<file path="src/deq_pkg.sv">
package deq_pkg;

   // Field widths of one transaction on either side.
   localparam int CMD_W   = 3;
   localparam int DATA_W  = 32;
   localparam int COUNT_W = 11;

   // Stream data widths, padded to whole bytes.
   localparam int REQ_TDATA_W = 40;
   localparam int RSP_TDATA_W = 112;
   localparam int REQ_PAD_W   = REQ_TDATA_W - CMD_W - DATA_W;
   localparam int RSP_PAD_W   = RSP_TDATA_W - 3 * DATA_W - COUNT_W - 3;

   // Command codes carried in the request.
   localparam logic [CMD_W-1:0] CMD_PUSH_FRONT = 3'd0;
   localparam logic [CMD_W-1:0] CMD_PUSH_BACK  = 3'd1;
   localparam logic [CMD_W-1:0] CMD_POP_FRONT  = 3'd2;
   localparam logic [CMD_W-1:0] CMD_POP_BACK   = 3'd3;
   localparam logic [CMD_W-1:0] CMD_QUERY      = 3'd4;

   // Word reported for an empty end or a step that popped nothing.
   localparam logic signed [DATA_W-1:0] EMPTY_WORD = -32'sd1;

   // What a step actually did to the deque after the full and empty checks.
   typedef enum logic [2:0] {
      KIND_QUERY,
      KIND_PUSH_FRONT,
      KIND_PUSH_BACK,
      KIND_POP_FRONT,
      KIND_POP_BACK
   } kind_type;

   // One step handed from the index tracker to the result stage.
   typedef struct packed {
      kind_type                  kind;
      logic signed [DATA_W-1:0]  value;
      logic signed [DATA_W-1:0]  popped;
      logic                      push_dropped;
      logic                      is_empty;
      logic                      single;
   } item_type;

   // One result transaction.
   typedef struct packed {
      logic signed [DATA_W-1:0]  popped_value;
      logic                      pop_done;
      logic signed [DATA_W-1:0]  front_value;
      logic signed [DATA_W-1:0]  back_value;
      logic [COUNT_W-1:0]        count;
      logic                      is_empty;
      logic                      push_dropped;
   } rsp_type;

endpackage

</file>
<file path="src/deq_result.sv">
module deq_result #(
   parameter int DEPTH = 1024
) (
   input  logic                               clock,
   input  logic                               reset,
   input  logic                               accept,
   output logic                               ready,
   input  deq_pkg::item_type                  step,
   input  logic [$clog2(DEPTH+1)-1:0]         cnt_after,
   input  logic [deq_pkg::DATA_W-1:0]         rd_data,
   output logic signed [deq_pkg::DATA_W-1:0]  front_now,
   output logic signed [deq_pkg::DATA_W-1:0]  back_now,
   output logic                               rsp_valid,
   input  logic                               rsp_ready,
   output deq_pkg::rsp_type                   rsp
);
   import deq_pkg::*;

   localparam int CNT_W = $clog2(DEPTH + 1);

   logic                     item_valid_ff, item_valid_in;
   item_type                 item_ff;
   logic [CNT_W-1:0]         item_cnt_ff;
   logic signed [DATA_W-1:0] front_ff, back_ff;
   logic signed [DATA_W-1:0] front_calc, back_calc;
   logic signed [DATA_W-1:0] mem_word;
   logic                     rsp_valid_ff, rsp_valid_in;
   rsp_type                  rsp_ff, rsp_in;
   logic                     take;

   assign mem_word = rd_data;

   // The held step moves on when the result register is free or being drained.
   assign take  = item_valid_ff && (!rsp_valid_ff || rsp_ready);
   assign ready = !item_valid_ff || take;

   // End values after the held step; a popped end is refilled from the store.
   always_comb begin
      front_calc = front_ff;
      back_calc  = back_ff;
      unique case (item_ff.kind)
         KIND_PUSH_FRONT: begin
            front_calc = item_ff.value;
            if (item_ff.single) back_calc = item_ff.value;
         end
         KIND_PUSH_BACK: begin
            back_calc = item_ff.value;
            if (item_ff.single) front_calc = item_ff.value;
         end
         KIND_POP_FRONT: begin
            front_calc = mem_word;
         end
         KIND_POP_BACK: begin
            back_calc = mem_word;
         end
         default: begin
            front_calc = front_ff;
         end
      endcase
      if (item_ff.is_empty) begin
         front_calc = EMPTY_WORD;
         back_calc  = EMPTY_WORD;
      end
   end

   // Current ends as seen by the next transaction.
   assign front_now = item_valid_ff ? front_calc : front_ff;
   assign back_now  = item_valid_ff ? back_calc : back_ff;

   // Result transaction built from the held step.
   always_comb begin
      rsp_in.popped_value = item_ff.popped;
      rsp_in.pop_done     = (item_ff.kind == KIND_POP_FRONT) ||
                            (item_ff.kind == KIND_POP_BACK);
      rsp_in.front_value  = front_calc;
      rsp_in.back_value   = back_calc;
      rsp_in.count        = COUNT_W'(item_cnt_ff);
      rsp_in.is_empty     = item_ff.is_empty;
      rsp_in.push_dropped = item_ff.push_dropped;
   end

   always_comb begin
      if (accept)    item_valid_in = 1'b1;
      else if (take) item_valid_in = 1'b0;
      else           item_valid_in = item_valid_ff;
   end

   always_comb begin
      if (take)           rsp_valid_in = 1'b1;
      else if (rsp_ready) rsp_valid_in = 1'b0;
      else                rsp_valid_in = rsp_valid_ff;
   end

   // Control registers and cached end words.
   always_ff @(posedge clock) begin
      if (reset) begin
         item_valid_ff <= 1'b0;
         rsp_valid_ff  <= 1'b0;
         front_ff      <= EMPTY_WORD;
         back_ff       <= EMPTY_WORD;
      end else begin
         item_valid_ff <= item_valid_in;
         rsp_valid_ff  <= rsp_valid_in;
         if (take) begin
            front_ff <= front_calc;
            back_ff  <= back_calc;
         end
      end
   end

   // Payload registers.
   always_ff @(posedge clock) begin
      if (accept) begin
         item_ff     <= step;
         item_cnt_ff <= cnt_after;
      end
      if (take) begin
         rsp_ff <= rsp_in;
      end
   end

   assign rsp_valid = rsp_valid_ff;
   assign rsp       = rsp_ff;

   // A held step is never overwritten before it moves on.
   assert property (@(posedge clock) disable iff (reset)
      accept |-> (!item_valid_ff || take))
      else $error("step register overwritten while still held");

   // A step that moves on always lands in the result register.
   assert property (@(posedge clock) disable iff (reset)
      take |=> rsp_valid_ff)
      else $error("step moved on without producing a result");

   // An empty deque reports both ends as the empty word.
   assert property (@(posedge clock) disable iff (reset)
      (rsp_valid_ff && rsp_ff.is_empty) |->
         (rsp_ff.front_value == EMPTY_WORD && rsp_ff.back_value == EMPTY_WORD))
      else $error("empty result shows a stored word");

   // A pop and a dropped push never happen in the same step.
   assert property (@(posedge clock) disable iff (reset)
      rsp_valid_ff |-> !(rsp_ff.pop_done && rsp_ff.push_dropped))
      else $error("result flags both a pop and a dropped push");

endmodule
</file>
<file path="config.mk">
export PLATFORM = sky130hd
export DESIGN_NAME = deq_result
export DESIGN_NICKNAME = d
export VERILOG_FILES = /design/src/deq_pkg.sv /design/src/deq_result.sv
export SDC_FILE = /design/constraint.sdc
export NUM_CORES = 1
export LEC_CHECK = 0
export ABC_CLOCK_PERIOD_IN_PS = 11530
export BUFFER_PORTS_ARGS = -buffer_cell sky130_fd_sc_hd__buf_2
export CAP_MARGIN = 30
export CELL_PAD_IN_SITES_DETAIL_PLACEMENT = 1
export CELL_PAD_IN_SITES_GLOBAL_PLACEMENT = 1
export CORE_MARGIN = 4
export CORE_UTILIZATION = 45
export DETAILED_ROUTE_END_ITERATION = 10
export GPL_TIMING_DRIVEN = 0
export HOLD_SLACK_MARGIN = 0.03
export PLACE_DENSITY_LB_ADDON = 0.05
export SLEW_MARGIN = 25
export SYNTH_ARGS = -nofsm -noshare
export SYNTH_HDL_FRONTEND = slang
export SYNTH_SLANG_ARGS = --single-unit
export TNS_END_PERCENT = 20
</file>
<file path="constraint.sdc">
create_clock -name clock -period 11.53 [get_ports clock]
set_clock_uncertainty 0.15 [all_clocks]
set_input_delay 1.153 -clock clock [delete_from_list [all_inputs] [get_ports clock]]
set_output_delay 1.153 -clock clock [all_outputs]
set_load 0.1 [all_outputs]
</file>
==> impl_summary.log <==
INFO  metric status = completed
INFO  metric critical_path.reg2reg.startpoint = item_ff[69]$_DFFE_PP_
INFO  metric num-nets-final = 1,156
INFO  metric worst-r2r-setup-slack = 8.98 ns
INFO  metric htree_num_levels = 1
INFO  metric clockPowerShare = 34.1%
INFO  metric ir_drop = 127 µV
INFO  metric die_width = 161 µm
INFO  metric path_class = reg2out
INFO  metric yosys_warnings = 0
INFO  metric stdcell_area = 13,400 µm²
INFO  metric worstPathMaxFanout = 10
INFO  metric dieArea = 26,100 µm²
INFO  metric cts_resized = 0
INFO  metric core-area = 22,900 µm²
INFO  metric final_hold_slack = 0.262 ns
INFO  metric cp-startpoint = item_ff[68]$_DFFE_PP_
INFO  metric comb_power_share = 23.0%
INFO  metric first_global_vias = 8,731
INFO  metric dpl_cell_area = 12,500 µm²
INFO  metric wirelength = 34.3 mm
INFO  metric total_congestion_overflow_after_global_routing = 0
INFO  metric final-seq-area = 7060 µm²
INFO  metric multi_input_area = 3220 µm²
INFO  metric clock_sinks = 257
INFO  metric timing.critical_path.arrival = 3.24 ns
INFO  metric commonest_non_fill_non_tap_cells_in_the_layout = sky130_fd_sc_hd__buf_2, sky130_fd_sc_hd__edfxtp_1, sky130_fd_sc_hd__a221o_1
INFO  metric die-height = 161 µm
INFO  metric totalNegativeSetupSlack = 0 ns
INFO  metric grt_first_pass_wirelength = 52.4 mm
INFO  metric syn_to_final_growth = 26.7%
INFO  metric critical_path_required = 10.23 ns
INFO  metric critical_path.startpoint_type = flop
INFO  metric worst_hold_path_type = reg2reg
INFO  metric clock_root_cell = sky130_fd_sc_hd__clkbuf_16
INFO  metric reg2reg_to = rsp[76]$_DFFE_PP_
INFO  metric grt_setup_unrepaired = false
INFO  metric netlist_area = 10,600 µm²
INFO  metric slew_headroom = 42.7%
INFO  metric dp_cells = 1,323
INFO  metric port_buffers = 291
INFO  metric antenna_left = 0
INFO  metric timing.fmax = 220 MHz
INFO  metric vias = 8,182
INFO  metric finalWeightedCongestion = 0.840
INFO  metric clock_insertion_delay_worst_skew = 0.55 ns
INFO  metric cts_setup_buffers = 0
INFO  metric worst_hold_launch = item_ff[17]$_DFFE_PP_
INFO  metric p_int = 1.69 mW
INFO  metric drt_pass1_iterations = 5
INFO  metric grt_util_all_layers = 25.9%
INFO  metric fin_crit_sh = 39.4%
INFO  metric fp-row-count = 55
INFO  metric insertedDiodeCount = 0
INFO  metric cp-end-kind = output port
INFO  metric layout-drive-gt1-share = 35.1%
INFO  metric pwr-share-seq = 42.9%
INFO  metric drt_drc_violations_left = 0
INFO  metric worst_r2r_path_depth = 6
INFO  metric number_of_endpoints_with_negative_hold_slack_in_the_final_report = 0
INFO  metric num_io_pins = 293
INFO  metric hold_path_end = rsp[92]$_DFFE_PP_
INFO  metric critical_path_cell_list = buf_2 -> nor4b_2 -> clkbuf_1 -> a221oi_1 -> o21ai_1 -> a22o_1 -> buf_2
INFO  metric min_delay_path_depth = 0
INFO  metric max_slew.worst_pin.slew = 0.860 ns
INFO  metric total_switching_power = 0.858 mW
INFO  metric worst_path_cell_with_the_longest_stage_delay = sky130_fd_sc_hd__clkbuf_1
INFO  metric cts-buffers-inserted = 27
INFO  metric netlist_instances = 715
INFO  metric minimum_clock_period = 4.55 ns
INFO  metric vias_per_cell = 5.96
INFO  metric critical_path.most_common_cell = sky130_fd_sc_hd__buf_2
INFO  metric post_synth.cell_area_avg = 14.8 µm²
INFO  metric final_common_cell = sky130_fd_sc_hd__buf_2
INFO  metric clkSlewWorstSetupHoldPaths = 0.06 ns
INFO  metric grt_antenna_before_repair = 4
INFO  metric cts_tree = built
INFO  metric finalSetupViolations = 0
INFO  metric clock_path_buffers = 3
INFO  metric cpPeakStageDelay = 0.51 ns
INFO  metric synth-seq-area-share = 66.6%
INFO  metric timing.final.max_slew_violations = 0
INFO  metric filler_cell_count = 2,338
INFO  metric cts.hold.buffers_added = 0
INFO  metric power = 2.55 mW
INFO  metric synth_seq_cells = 257
INFO  metric power_per_cell_area = 190 nW/µm²
INFO  metric synth_fp_nets = 832
INFO  metric routed_wire_length_per_instance = 25.0 µm
INFO  metric grt_max_degree = 50
INFO  metric place.detailed.hpwl = 25.2 mm
INFO  metric initialDrtViolationCount = 569
INFO  metric power.static_leakage = 5.42 nW
INFO  metric netlist-cell-type-count = 36
INFO  metric swShare = 33.7%
INFO  metric floorplan.initialDensity = 46.2%
INFO  metric filler_free_cell_count_of_the_finished_design = 1,373
INFO  metric maxCapViolCount = 0
[cell type report]
type	instances	area share, %
flip-flops and latches	257	52.6
clock buffers	31	5.22
clock inverters	19	1.35
plain buffers	69	2.35
repair buffers	295	11.6
well taps	313	2.92
multi-input cells	387	24.0
inverters	2	0.0559
[power by group through the flow]
stage | clock [mW] | sequential [mW] | combinational [mW]
3_5_place_dp | 0 | 1.11 | 0.586
5_1_grt | 0.929 | 1.10 | 0.613
6_report | 0.870 | 1.09 | 0.587
4_1_cts | 0.889 | 1.09 | 0.588
2_1_floorplan | 0 | 1.25 | 0.311
3_3_place_gp | 0 | 1.11 | 0.574
[cell families after synthesis]
group	count (synthesis)	synth area share, %
AO/OA/AOI/OAI	296	24.0
flip-flops	257	66.6
AND/OR/NAND/NOR	56	3.04
multiplexers	35	3.31
buffers and inverters	71	3.01
[per-stage QoR]
step                util, %  setup slack [ns]
floorplan                 -              6.11
CTS                    58.6              6.99
global placement       54.3              4.08
global route           58.6              6.75
detailed placement     54.7              7.60
finish                 58.6              6.98
[per-layer routing]
layer	track usage (%)	up-vias	routed length, µm
met2	43.2	351	16600
met1	32.9	4125	13700
met3	7.45	73	2930
met5	0	-	55
li1	-	3625	-
met4	7.95	8	1030
[synth_stat cells]
master	instances	area, µm²
sky130_fd_sc_hd__edfxtp_1	191	5740
sky130_fd_sc_hd__a22o_1	64	561
sky130_fd_sc_hd__buf_2	20	100
sky130_fd_sc_hd__or3b_1	1	8.76
sky130_fd_sc_hd__nor2b_4	2	27.5
sky130_fd_sc_hd__or2_1	1	6.26
sky130_fd_sc_hd__buf_1	2	7.51
sky130_fd_sc_hd__nand2b_1	3	18.8
sky130_fd_sc_hd__nor4b_2	1	15.0
sky130_fd_sc_hd__nor3b_1	1	7.51
sky130_fd_sc_hd__nand2_2	1	6.26
sky130_fd_sc_hd__clkbuf_1	40	150
sky130_fd_sc_hd__nor2_1	6	22.5
sky130_fd_sc_hd__a21o_1	81	608
sky130_fd_sc_hd__nor2b_1	17	106
sky130_fd_sc_hd__a221o_1	96	961
sky130_fd_sc_hd__nand4bb_1	1	11.3
sky130_fd_sc_hd__clkbuf_2	1	5.00
sky130_fd_sc_hd__inv_2	1	3.75
sky130_fd_sc_hd__o31ai_2	1	12.5
sky130_fd_sc_hd__dfxtp_1	66	1320
sky130_fd_sc_hd__a221oi_1	14	123
sky130_fd_sc_hd__o21ai_1	17	85.1
sky130_fd_sc_hd__mux2i_1	35	350
sky130_fd_sc_hd__nand3b_1	1	7.51
sky130_fd_sc_hd__a21o_4	1	15.0
sky130_fd_sc_hd__and3_1	1	6.26
sky130_fd_sc_hd__buf_6	1	11.3
sky130_fd_sc_hd__o21a_1	1	7.51
sky130_fd_sc_hd__o221ai_1	17	149
sky130_fd_sc_hd__nand2_1	19	71.3
sky130_fd_sc_hd__buf_4	5	37.5
sky130_fd_sc_hd__a21oi_2	1	8.76
sky130_fd_sc_hd__clkinv_1	1	3.75
sky130_fd_sc_hd__a21oi_1	3	15.0
sky130_fd_sc_hd__or2_2	1	6.26
[critical path, delay by kind of cell (launching register included)]
| kind | cells | cell delay [ns] |
|---|---|---|
| compound gates | 3 | 0.66 |
| buf+inv | 3 | 1.16 |
| flops | 1 | 0.37 |
| simple gates | 1 | 0.49 |
[worst max path at each step]
stage | to | slack [ns] | depth (start not counted)
floorplan | front_ff[10]$_SDFFE_PP1P_ | 6.11 | 4
global placement | front_ff[9]$_SDFFE_PP1P_ | 4.08 | 5
detailed placement | back_now[2] | 7.60 | 7
CTS | back_now[2] | 6.99 | 7
global route | back_now[27] | 6.75 | 7
finish | back_now[0] | 6.98 | 7
[flip-flops by register name (all words and copies together), names as in the netlist]
| name | cells |
|---|---|
| back_ff | 32 |
| rsp_valid | 1 |
| item_cnt_ff | 11 |
| item_ff | 70 |
| rsp | 110 |
| item_valid_ff | 1 |
| front_ff | 32 |
Note: power is estimated with default switching activity, not from simulation.
