## src/deq_pkg.sv

```systemverilog
package deq_pkg;

   // Field widths of one transaction on either side.
   localparam int CMD_W   = 3;
   localparam int DATA_W  = 32;
   localparam int COUNT_W = 11;

   // Stream data widths, padded to whole bytes.
   localparam int REQ_TDATA_W = 40;
   localparam int RSP_TDATA_W = 112;
   localparam int REQ_PAD_W   = REQ_TDATA_W - CMD_W - DATA_W;
   localparam int RSP_PAD_W   = RSP_TDATA_W - 3 * DATA_W - COUNT_W - 3;

   // Command codes carried in the request.
   localparam logic [CMD_W-1:0] CMD_PUSH_FRONT = 3'd0;
   localparam logic [CMD_W-1:0] CMD_PUSH_BACK  = 3'd1;
   localparam logic [CMD_W-1:0] CMD_POP_FRONT  = 3'd2;
   localparam logic [CMD_W-1:0] CMD_POP_BACK   = 3'd3;
   localparam logic [CMD_W-1:0] CMD_QUERY      = 3'd4;

   // Word reported for an empty end or a step that popped nothing.
   localparam logic signed [DATA_W-1:0] EMPTY_WORD = -32'sd1;

   // What a step actually did to the deque after the full and empty checks.
   typedef enum logic [2:0] {
      KIND_QUERY,
      KIND_PUSH_FRONT,
      KIND_PUSH_BACK,
      KIND_POP_FRONT,
      KIND_POP_BACK
   } kind_type;

   // One step handed from the index tracker to the result stage.
   typedef struct packed {
      kind_type                  kind;
      logic signed [DATA_W-1:0]  value;
      logic signed [DATA_W-1:0]  popped;
      logic                      push_dropped;
      logic                      is_empty;
      logic                      single;
   } item_type;

   // One result transaction.
   typedef struct packed {
      logic signed [DATA_W-1:0]  popped_value;
      logic                      pop_done;
      logic signed [DATA_W-1:0]  front_value;
      logic signed [DATA_W-1:0]  back_value;
      logic [COUNT_W-1:0]        count;
      logic                      is_empty;
      logic                      push_dropped;
   } rsp_type;

endpackage

```

## src/deq_track.sv

```systemverilog
module deq_track #(
   parameter int DEPTH = 1024
) (
   input  logic                               clock,
   input  logic                               reset,
   input  logic                               accept,
   input  logic [deq_pkg::CMD_W-1:0]          command,
   input  logic signed [deq_pkg::DATA_W-1:0]  value,
   input  logic signed [deq_pkg::DATA_W-1:0]  front_now,
   input  logic signed [deq_pkg::DATA_W-1:0]  back_now,
   output logic                               wr_en,
   output logic [$clog2(DEPTH)-1:0]           wr_addr,
   output logic [deq_pkg::DATA_W-1:0]         wr_data,
   output logic                               rd_en,
   output logic [$clog2(DEPTH)-1:0]           rd_addr,
   output deq_pkg::item_type                  step,
   output logic [$clog2(DEPTH+1)-1:0]         cnt_after
);
   import deq_pkg::*;

   localparam int IDX_W = $clog2(DEPTH);
   localparam int CNT_W = $clog2(DEPTH + 1);
   localparam logic [IDX_W-1:0] LAST_IDX = IDX_W'(DEPTH - 1);
   localparam logic [CNT_W-1:0] FULL_CNT = CNT_W'(DEPTH);

   logic [IDX_W-1:0] front_idx_ff, front_idx_in;
   logic [IDX_W-1:0] back_idx_ff, back_idx_in;
   logic [CNT_W-1:0] count_ff, count_in;
   logic [IDX_W-1:0] front_dec, front_inc, back_dec, back_inc;
   logic             full, empty, dropped;
   kind_type         kind;

   // Neighbor slots of both ends, wrapping around the circular store.
   assign front_dec = (front_idx_ff == '0) ? LAST_IDX : front_idx_ff - IDX_W'(1);
   assign front_inc = (front_idx_ff == LAST_IDX) ? '0 : front_idx_ff + IDX_W'(1);
   assign back_dec  = (back_idx_ff == '0) ? LAST_IDX : back_idx_ff - IDX_W'(1);
   assign back_inc  = (back_idx_ff == LAST_IDX) ? '0 : back_idx_ff + IDX_W'(1);

   assign full  = (count_ff == FULL_CNT);
   assign empty = (count_ff == '0);

   // Resolve the command against the full and empty conditions.
   always_comb begin
      kind    = KIND_QUERY;
      dropped = 1'b0;
      unique case (command)
         CMD_PUSH_FRONT: begin
            if (full) dropped = 1'b1;
            else      kind    = KIND_PUSH_FRONT;
         end
         CMD_PUSH_BACK: begin
            if (full) dropped = 1'b1;
            else      kind    = KIND_PUSH_BACK;
         end
         CMD_POP_FRONT: begin
            if (!empty) kind = KIND_POP_FRONT;
         end
         CMD_POP_BACK: begin
            if (!empty) kind = KIND_POP_BACK;
         end
         default: begin
            kind = KIND_QUERY;
         end
      endcase
   end

   // Index and count updates; the back index always lies count - 1 slots past the front, wrapping.
   always_comb begin
      front_idx_in = front_idx_ff;
      back_idx_in  = back_idx_ff;
      count_in     = count_ff;
      wr_en        = 1'b0;
      wr_addr      = front_dec;
      rd_en        = 1'b0;
      rd_addr      = front_inc;
      unique case (kind)
         KIND_PUSH_FRONT: begin
            front_idx_in = front_dec;
            count_in     = count_ff + CNT_W'(1);
            wr_en        = accept;
            wr_addr      = front_dec;
         end
         KIND_PUSH_BACK: begin
            back_idx_in = back_inc;
            count_in    = count_ff + CNT_W'(1);
            wr_en       = accept;
            wr_addr     = back_inc;
         end
         KIND_POP_FRONT: begin
            front_idx_in = front_inc;
            count_in     = count_ff - CNT_W'(1);
            rd_en        = accept;
            rd_addr      = front_inc;
         end
         KIND_POP_BACK: begin
            back_idx_in = back_dec;
            count_in    = count_ff - CNT_W'(1);
            rd_en       = accept;
            rd_addr     = back_dec;
         end
         default: begin
            count_in = count_ff;
         end
      endcase
   end

   assign wr_data = value;

   // Step summary for the result stage.
   always_comb begin
      step.kind         = kind;
      step.value        = value;
      step.push_dropped = dropped;
      step.is_empty     = (count_in == '0);
      step.single       = (count_in == CNT_W'(1));
      if (kind == KIND_POP_FRONT)     step.popped = front_now;
      else if (kind == KIND_POP_BACK) step.popped = back_now;
      else                            step.popped = EMPTY_WORD;
   end

   assign cnt_after = count_in;

   // State advances on every accepted transaction.
   always_ff @(posedge clock) begin
      if (reset) begin
         front_idx_ff <= '0;
         back_idx_ff  <= LAST_IDX;
         count_ff     <= '0;
      end else if (accept) begin
         front_idx_ff <= front_idx_in;
         back_idx_ff  <= back_idx_in;
         count_ff     <= count_in;
      end
   end

endmodule

```

## config.mk

```make
export PLATFORM = sky130hd
export DESIGN_NAME = deq_track
export DESIGN_NICKNAME = d
export VERILOG_FILES = /design/src/deq_pkg.sv /design/src/deq_track.sv
export SDC_FILE = /design/constraint.sdc
export NUM_CORES = 1
export LEC_CHECK = 0
export ABC_AREA = 0
export CAP_MARGIN = 0
export CORE_AREA = 2 2 91 93
export DETAILED_ROUTE_END_ITERATION = 10
export DIE_AREA = 0 0 93 95
export DONT_BUFFER_PORTS = 1
export PLACE_DENSITY = 0.77
export SLEW_MARGIN = 10
export SYNTH_ARGS = -nofsm -noshare
export SYNTH_HDL_FRONTEND = slang
export SYNTH_SLANG_ARGS = --single-unit
```

## constraint.sdc

```tcl
create_clock -name clock -period 4.5 [get_ports clock]
set_clock_uncertainty 0.05 [all_clocks]
set_input_delay 0.225 -clock clock [delete_from_list [all_inputs] [get_ports clock]]
set_output_delay 0.225 -clock clock [all_outputs]
set_load 0.01 [all_outputs]
```

==> results of run 1 <==
kinds of logic (layout without fill, tap and decap cells):
| kind of cell | Yosys count | after routing |
|---|---|---|
| flops | 31 | 31 |
| fa+ha+maj | 14 | 14 |
| mux | 41 | 41 |
| compound gates | 133 | 133 |
| simple gates | 217 | 217 |
| xor+xnor | 37 | 37 |
| buf+inv | 122 | 27 |
routing by layer:
metal	vias up	global-route usage (%)	routed length, um
met2	232	45.95	5944
met1	1799	35.44	5079
met3	18	9.018	1422
li1	1840	-	-
met5	-	0	0
met4	0	7.598	250
area by class of cell:
cell class | count | area (um^2)
Fill cell | 813 | 4138
Multi-Input combinational cell | 442 | 2843
Sequential cell | 31 | 620.6
Tap cell | 105 | 131.4
Clock buffer | 8 | 100.1
Inverter | 14 | 52.55
Timing Repair Buffer | 5 | 42.54
registers in the layout, indices dropped and copies added (netlist names):
register / count
count_ff: 11
back_idx_ff: 10
front_idx_ff: 10
worst reg2reg max path, delay by kind of cell, from the launching register on:
| family | cells | cell delay, ns |
|---|---|---|
| adder cells (fa/ha/maj) | 1 | 0.41 |
| AO/OA/AOI/OAI | 5 | 1.33 |
| buffers and inverters | 1 | 0.34 |
| flip-flops | 1 | 0.40 |
| AND/OR/NAND/NOR | 2 | 0.69 |
| multiplexers | 1 | 0.36 |
per-stage QoR:
step | instances | util (%)
final | 605 | 47.81
after global routing | 605 | 47.81
after CTS | 605 | 47.81
after floorplan | 595 | -
after global placement | 595 | 46.29
after detailed placement | 595 | 46.29
path summary, 6_finish.rpt:
path	slack, ns	startpoint	cells past startpoint	endpoint
worst min-delay path	0.01	reset	2	back_idx_ff[1]
worst min register to register	0.47	count_ff[2]	2	count_ff[2]
worst max-delay path	0.23	count_ff[10]	10	step[0]
worst max register to register	0.83	count_ff[10]	10	count_ff[10]
repair_timing:
action	in CTS	in global routing
resized for setup	0	0
buffers inserted	0	0
hold endpoints to repair	20	0
hold buffers	2	0
power by group through the flow:
stage | Combinational [W] | Clock (W) | Sequential (W)
finish | 0.000543 | 0.000255 | 0.000347
floorplan | 0.000526 | 0 | 0.000316
CTS | 0.000537 | 0.000258 | 0.000346
global placement | 0.000521 | 0 | 0.000349
detailed placement | 0.000530 | 0 | 0.000352
global route | 0.000593 | 0.000271 | 0.000352
layout by cell type, fill, tap and decap left out, types with 3 or more instances in the layout:
cell type  synthesis  final
nand2_1           78     78
nor2_1            55     55
mux2i_1           38     38
o21ai_0           33     33
a21oi_1           33     33
dfxtp_1           31     31
xnor2_1           20     20
xor2_1            16     16
nor3_1            13     13
ha_1              13     13
inv_1             12     12
nand3_1           12     12
a31oi_1           11     11
nand2b_1           8      8
a211oi_1           8      8
nor4_1             8      8
or3_1              8      8
clkbuf_8           0      7
o21a_1             6      6
o211ai_1           5      5
nor2b_1            5      5
nand4_1            5      5
a21o_1             4      4
o31ai_1            4      4
a311oi_1           4      4
or4_1              4      4
and3_1             4      4
mux2_2             3      3
nor3b_1            3      3
buf_4             66      3
==> flow_summary.toml, run 1 <==
[placement]
post_dp_cell_area_um2 = 3670
numPortBuffers = 0
gp_congestion = 0.9170
pre_cts_ws_ns = 0.5707
dp_hpwl_um = 9864

[routing]
drt_wl_total_um = 12700
drc_errors = 0
wl_per_cell_um = 20.99
drtIter0Drc = 295
ant_nets = 0
firstDrtPassIters = 6
dr_total_vias = 3889
via_per_inst = 6.428

[pwr]
p_per_area_nw_per_um2 = 302.1
ir_worst_vdd_mv = 0.1472
p_sw_share_pct = 44.69
power_w = 0.001145
p_switching_w = 0.0005117
p_int_w = 0.0006334
leakage_nw = 1.458
pwr-share-comb_pct = 47.4
clock_power_share_pct = 22.2
power_frac_seq_pct = 30.3

[worst_setup_path]
critPathRequiredTime_ns = 4.22
cp_top_family = "compound AO/OA/AOI/OAI gates"
worstSetupPathType = "flop to output pin"
cp-end-kind = "output pin"
crit_chain = "nor4_1 > a31oi_4 > buf_4 > ha_1 > o21ai_0 > a21o_1 > a211oi_1 > a211o_1 > nand2_1 > nor4_1"
critPathMaxStageDelay_ns = 0.57
crit_arrival_ns = 4.00
crit_path_start_kind = "flop"
cpMostUsedCell = "nor4_1"
path_buf_inv = 1
slowest_stage = "nor4_1"
crit_fanout = 29

[cells_and_area]
drive_gt1_share_pct = 5.400
antenna_cells = 0
fin_nets = 615
fin_area_um2 = 3790
area_growth_pct = -9.176

[sta]
setup_violations = 0
hold_violations = 0
fin_ws_ns = 0.2296
max_freq_ghz = 0.2342
tightest_slew_ns = 1.015
fin_tns_setup_ns = 0
fin_crit_sh_pct = 94.90
rsz0062_at_grt = "false"
slew_headroom_pct = 32.11
fin_hold_ws_ns = 0.01024
final.min_clock_period_ns = 4.270
maxSlewViolCount = 0

[clock_network]
insertion_delay_ns = 0.29
clock_sinks = 31
numCtsBuffers = 5
clk_pin_slew_worst_paths_ns = 0.08
root_buffer = "clkbuf_8"
htree_num_levels = 2
cts_buffer_depth = 2
cts_tree = "yes"

[global_route]
first_global_vias = 3507
grt_max_degree = 39
grt-ovfl-total = 0
antenna_found_initial = 0
grt_pass1_wl_um = 19200
grt_usage_pct = 28.00

[hold_path]
min_path_type = "input port to flop"

[die]
row_count = 33
start_util_pct = 52.64
die_area_um2 = 8835
num_io_pins = 237
core-area_um2 = 7928
dieHeight_um = 95
die_x_um = 93

[synthesis]
yosysMostFrequentCell = "nand2_1"
ys.flop_type = "dfxtp_1"
netlist_top_cells_count = "nand2_1, buf_4, nor2_1, mux2i_1, clkbuf_1"
synth.area.top_cells = "dfxtp_1, buf_4, mux2i_1"
synth_compound_area_share_pct = 20.54
ys_types = 67
synthArstFlopShare_pct = 0
ys_seq_area_share_pct = 14.87
avgSynthCellArea_um2 = 7.013
ys_warn_count = 0
synth_top_area_share_pct = 14.87
syn_area_um2 = 4173
synth_xor_area_share_pct = 7.946
synth_edf_count = 0
synthMuxAreaShare_pct = 9.925
synth-adder-area-share_pct = 4.378
synthSimpleGateAreaFrac_pct = 24.95
netlist_instances = 595
ys_ff_latch = 31
synth_top_family_by_area = "simple AND/OR/NAND/NOR gates"
synth.largest_area_cell = "dfxtp_1"
syn_nets = 711

[status]
status = "completed"

[job]
maxCapViolations = 0
(Power assumes the default switching activity.)
==> run 2, diff against run 1 <==
CTS_BUF_LIST = sky130_fd_sc_hd__clkbuf_4 sky130_fd_sc_hd__clkbuf_8   (was unset)
==> flow_summary.toml, run 2 (synthesized netlist as in run 1, its figures left out) <==
[worst_setup_path]
crit_path_start_kind = "flop"
path_buf_inv = 1
critPathMaxStageDelay_ns = 0.57
cpMostUsedCell = "nor4_1"
critPathRequiredTime_ns = 4.22
cp-end-kind = "output pin"
cp_top_family = "compound AO/OA/AOI/OAI gates"
worstSetupPathType = "flop to output pin"
slowest_stage = "nor4_1"
crit_chain = "nor4_1 > a31oi_4 > buf_4 > ha_1 > o21ai_0 > a21o_1 > a211oi_1 > a211o_1 > nand2_1 > nor4_1"
crit_arrival_ns = 3.99
crit_fanout = 29

[sta]
setup_violations = 0
rsz0062_at_grt = "false"
fin_crit_sh_pct = 94.87
max_freq_ghz = 0.2342
tightest_slew_ns = 0.9718
hold_violations = 0
slew_headroom_pct = 35.00
maxSlewViolCount = 0
fin_tns_setup_ns = 0
final.min_clock_period_ns = 4.269

[pwr]
p_sw_share_pct = 44.45
power_frac_seq_pct = 30.2
p_switching_w = 0.0005117
p_per_area_nw_per_um2 = 303.4
power_w = 0.001151
leakage_nw = 1.462
pwr-share-comb_pct = 47.1
ir_worst_vdd_mv = 0.1483
clock_power_share_pct = 22.7
p_int_w = 0.0006394

[cells_and_area]
fin_nets = 615
antenna_cells = 0
fin_cells = 605
final_cell_mix = "nand2_1, nor2_1, mux2i_1"
post-route-util_pct = 47.85
layout_commonest_cell = "nand2_1"
drive_gt1_share_pct = 5.600
num-fill-cells = 813
reg.largest.list = "count_ff (11), back_idx_ff (10), front_idx_ff (10)"
largest_reg_flops = 11
regMostFlops = "count_ff"
multi_input_area_um2 = 2843
seqCellArea_um2 = 620.6
area_growth_pct = -9.085

[routing]
via_per_inst = 6.446
drc_errors = 0
dr_total_vias = 3900
firstDrtPassIters = 5
drtIter0Drc = 271
drt_wl_total_um = 12680
ant_nets = 0
wl_per_cell_um = 20.95

[clock_network]
cts_resized = 0
clock_sinks = 31
root_buffer = "clkbuf_8"
cts_tree = "yes"
insertion_delay_ns = 0.29
cts_buffer_depth = 2
clk_pin_slew_worst_paths_ns = 0.08
htree_num_levels = 2
numCtsBuffers = 5

[placement]
dp_hpwl_um = 9864
numPortBuffers = 0
place_inst = 595
gp_congestion = 0.9170

[die]
core-area_um2 = 7928
row_count = 33
die_x_um = 93
dieHeight_um = 95
start_util_pct = 52.64
die_area_um2 = 8835
num_io_pins = 237

[global_route]
grt_max_degree = 39
first_global_vias = 3510
grt_pass1_wl_um = 19200
grt-ovfl-total = 0
grt_usage_pct = 28.00
antenna_found_initial = 0

[hold_path]
min_path_type = "input port to flop"

[job]
maxCapViolations = 0

[status]
status = "completed"
## run 2: area by class of cell
cell class	instances	area share, %
timing repair buffer	5	1.121
tap	105	3.463
sequential	31	16.36
multi-input combinational	442	74.93
clock buffer	8	2.737
inverter	14	1.385
## run 2: metrics by stage
step / worst slack, ns / cell area [um^2] / hold WS (ns)
6_report: 0.2310 / 3794 / 0.009527
5_1_grt: 0.05579 / 3794 / 0.003138
2_1_floorplan: 0.8098 / 4173 / 0.3793
3_5_place_dp: 0.5707 / 3670 / 0.2505
4_1_cts: 0.2553 / 3794 / 0.009687
3_3_place_gp: 0.7185 / 3670 / 0.2511
## run 2: final timing paths
check / from / to / slack [ns] / depth (start not counted)
setup / recovery: count_ff[10] / step[0] / 0.23 / 10
hold / removal: reset / back_idx_ff[1] / 0.01 / 2
setup reg to reg: count_ff[10] / count_ff[10] / 0.84 / 10
hold reg to reg: count_ff[2] / count_ff[2] / 0.47 / 2
## run 2: layer usage
metal | track usage, % | up-vias | wire, um
met4 | 7.598 | 0 | 250
met2 | 46.01 | 253 | 5983
met1 | 35.40 | 1788 | 4944
met3 | 9.018 | 18 | 1499
met5 | 0 | - | 0
li1 | - | 1841 | -
## run 2: power groups by stage
stage	clock, W	sequential, W	combinational, W
3_5_place_dp	0	0.000352	0.000530
3_3_place_gp	0	0.000349	0.000521
4_1_cts	0.000265	0.000346	0.000537
5_1_grt	0.000277	0.000352	0.000593
2_1_floorplan	0	0.000316	0.000526
6_report	0.000261	0.000347	0.000542
## run 2: repair_timing
item	4_1_cts	5_1_grt
setup endpoints to repair	0	0
hold buffers	2	0
buffers inserted	0	0
hold endpoints to repair	20	0
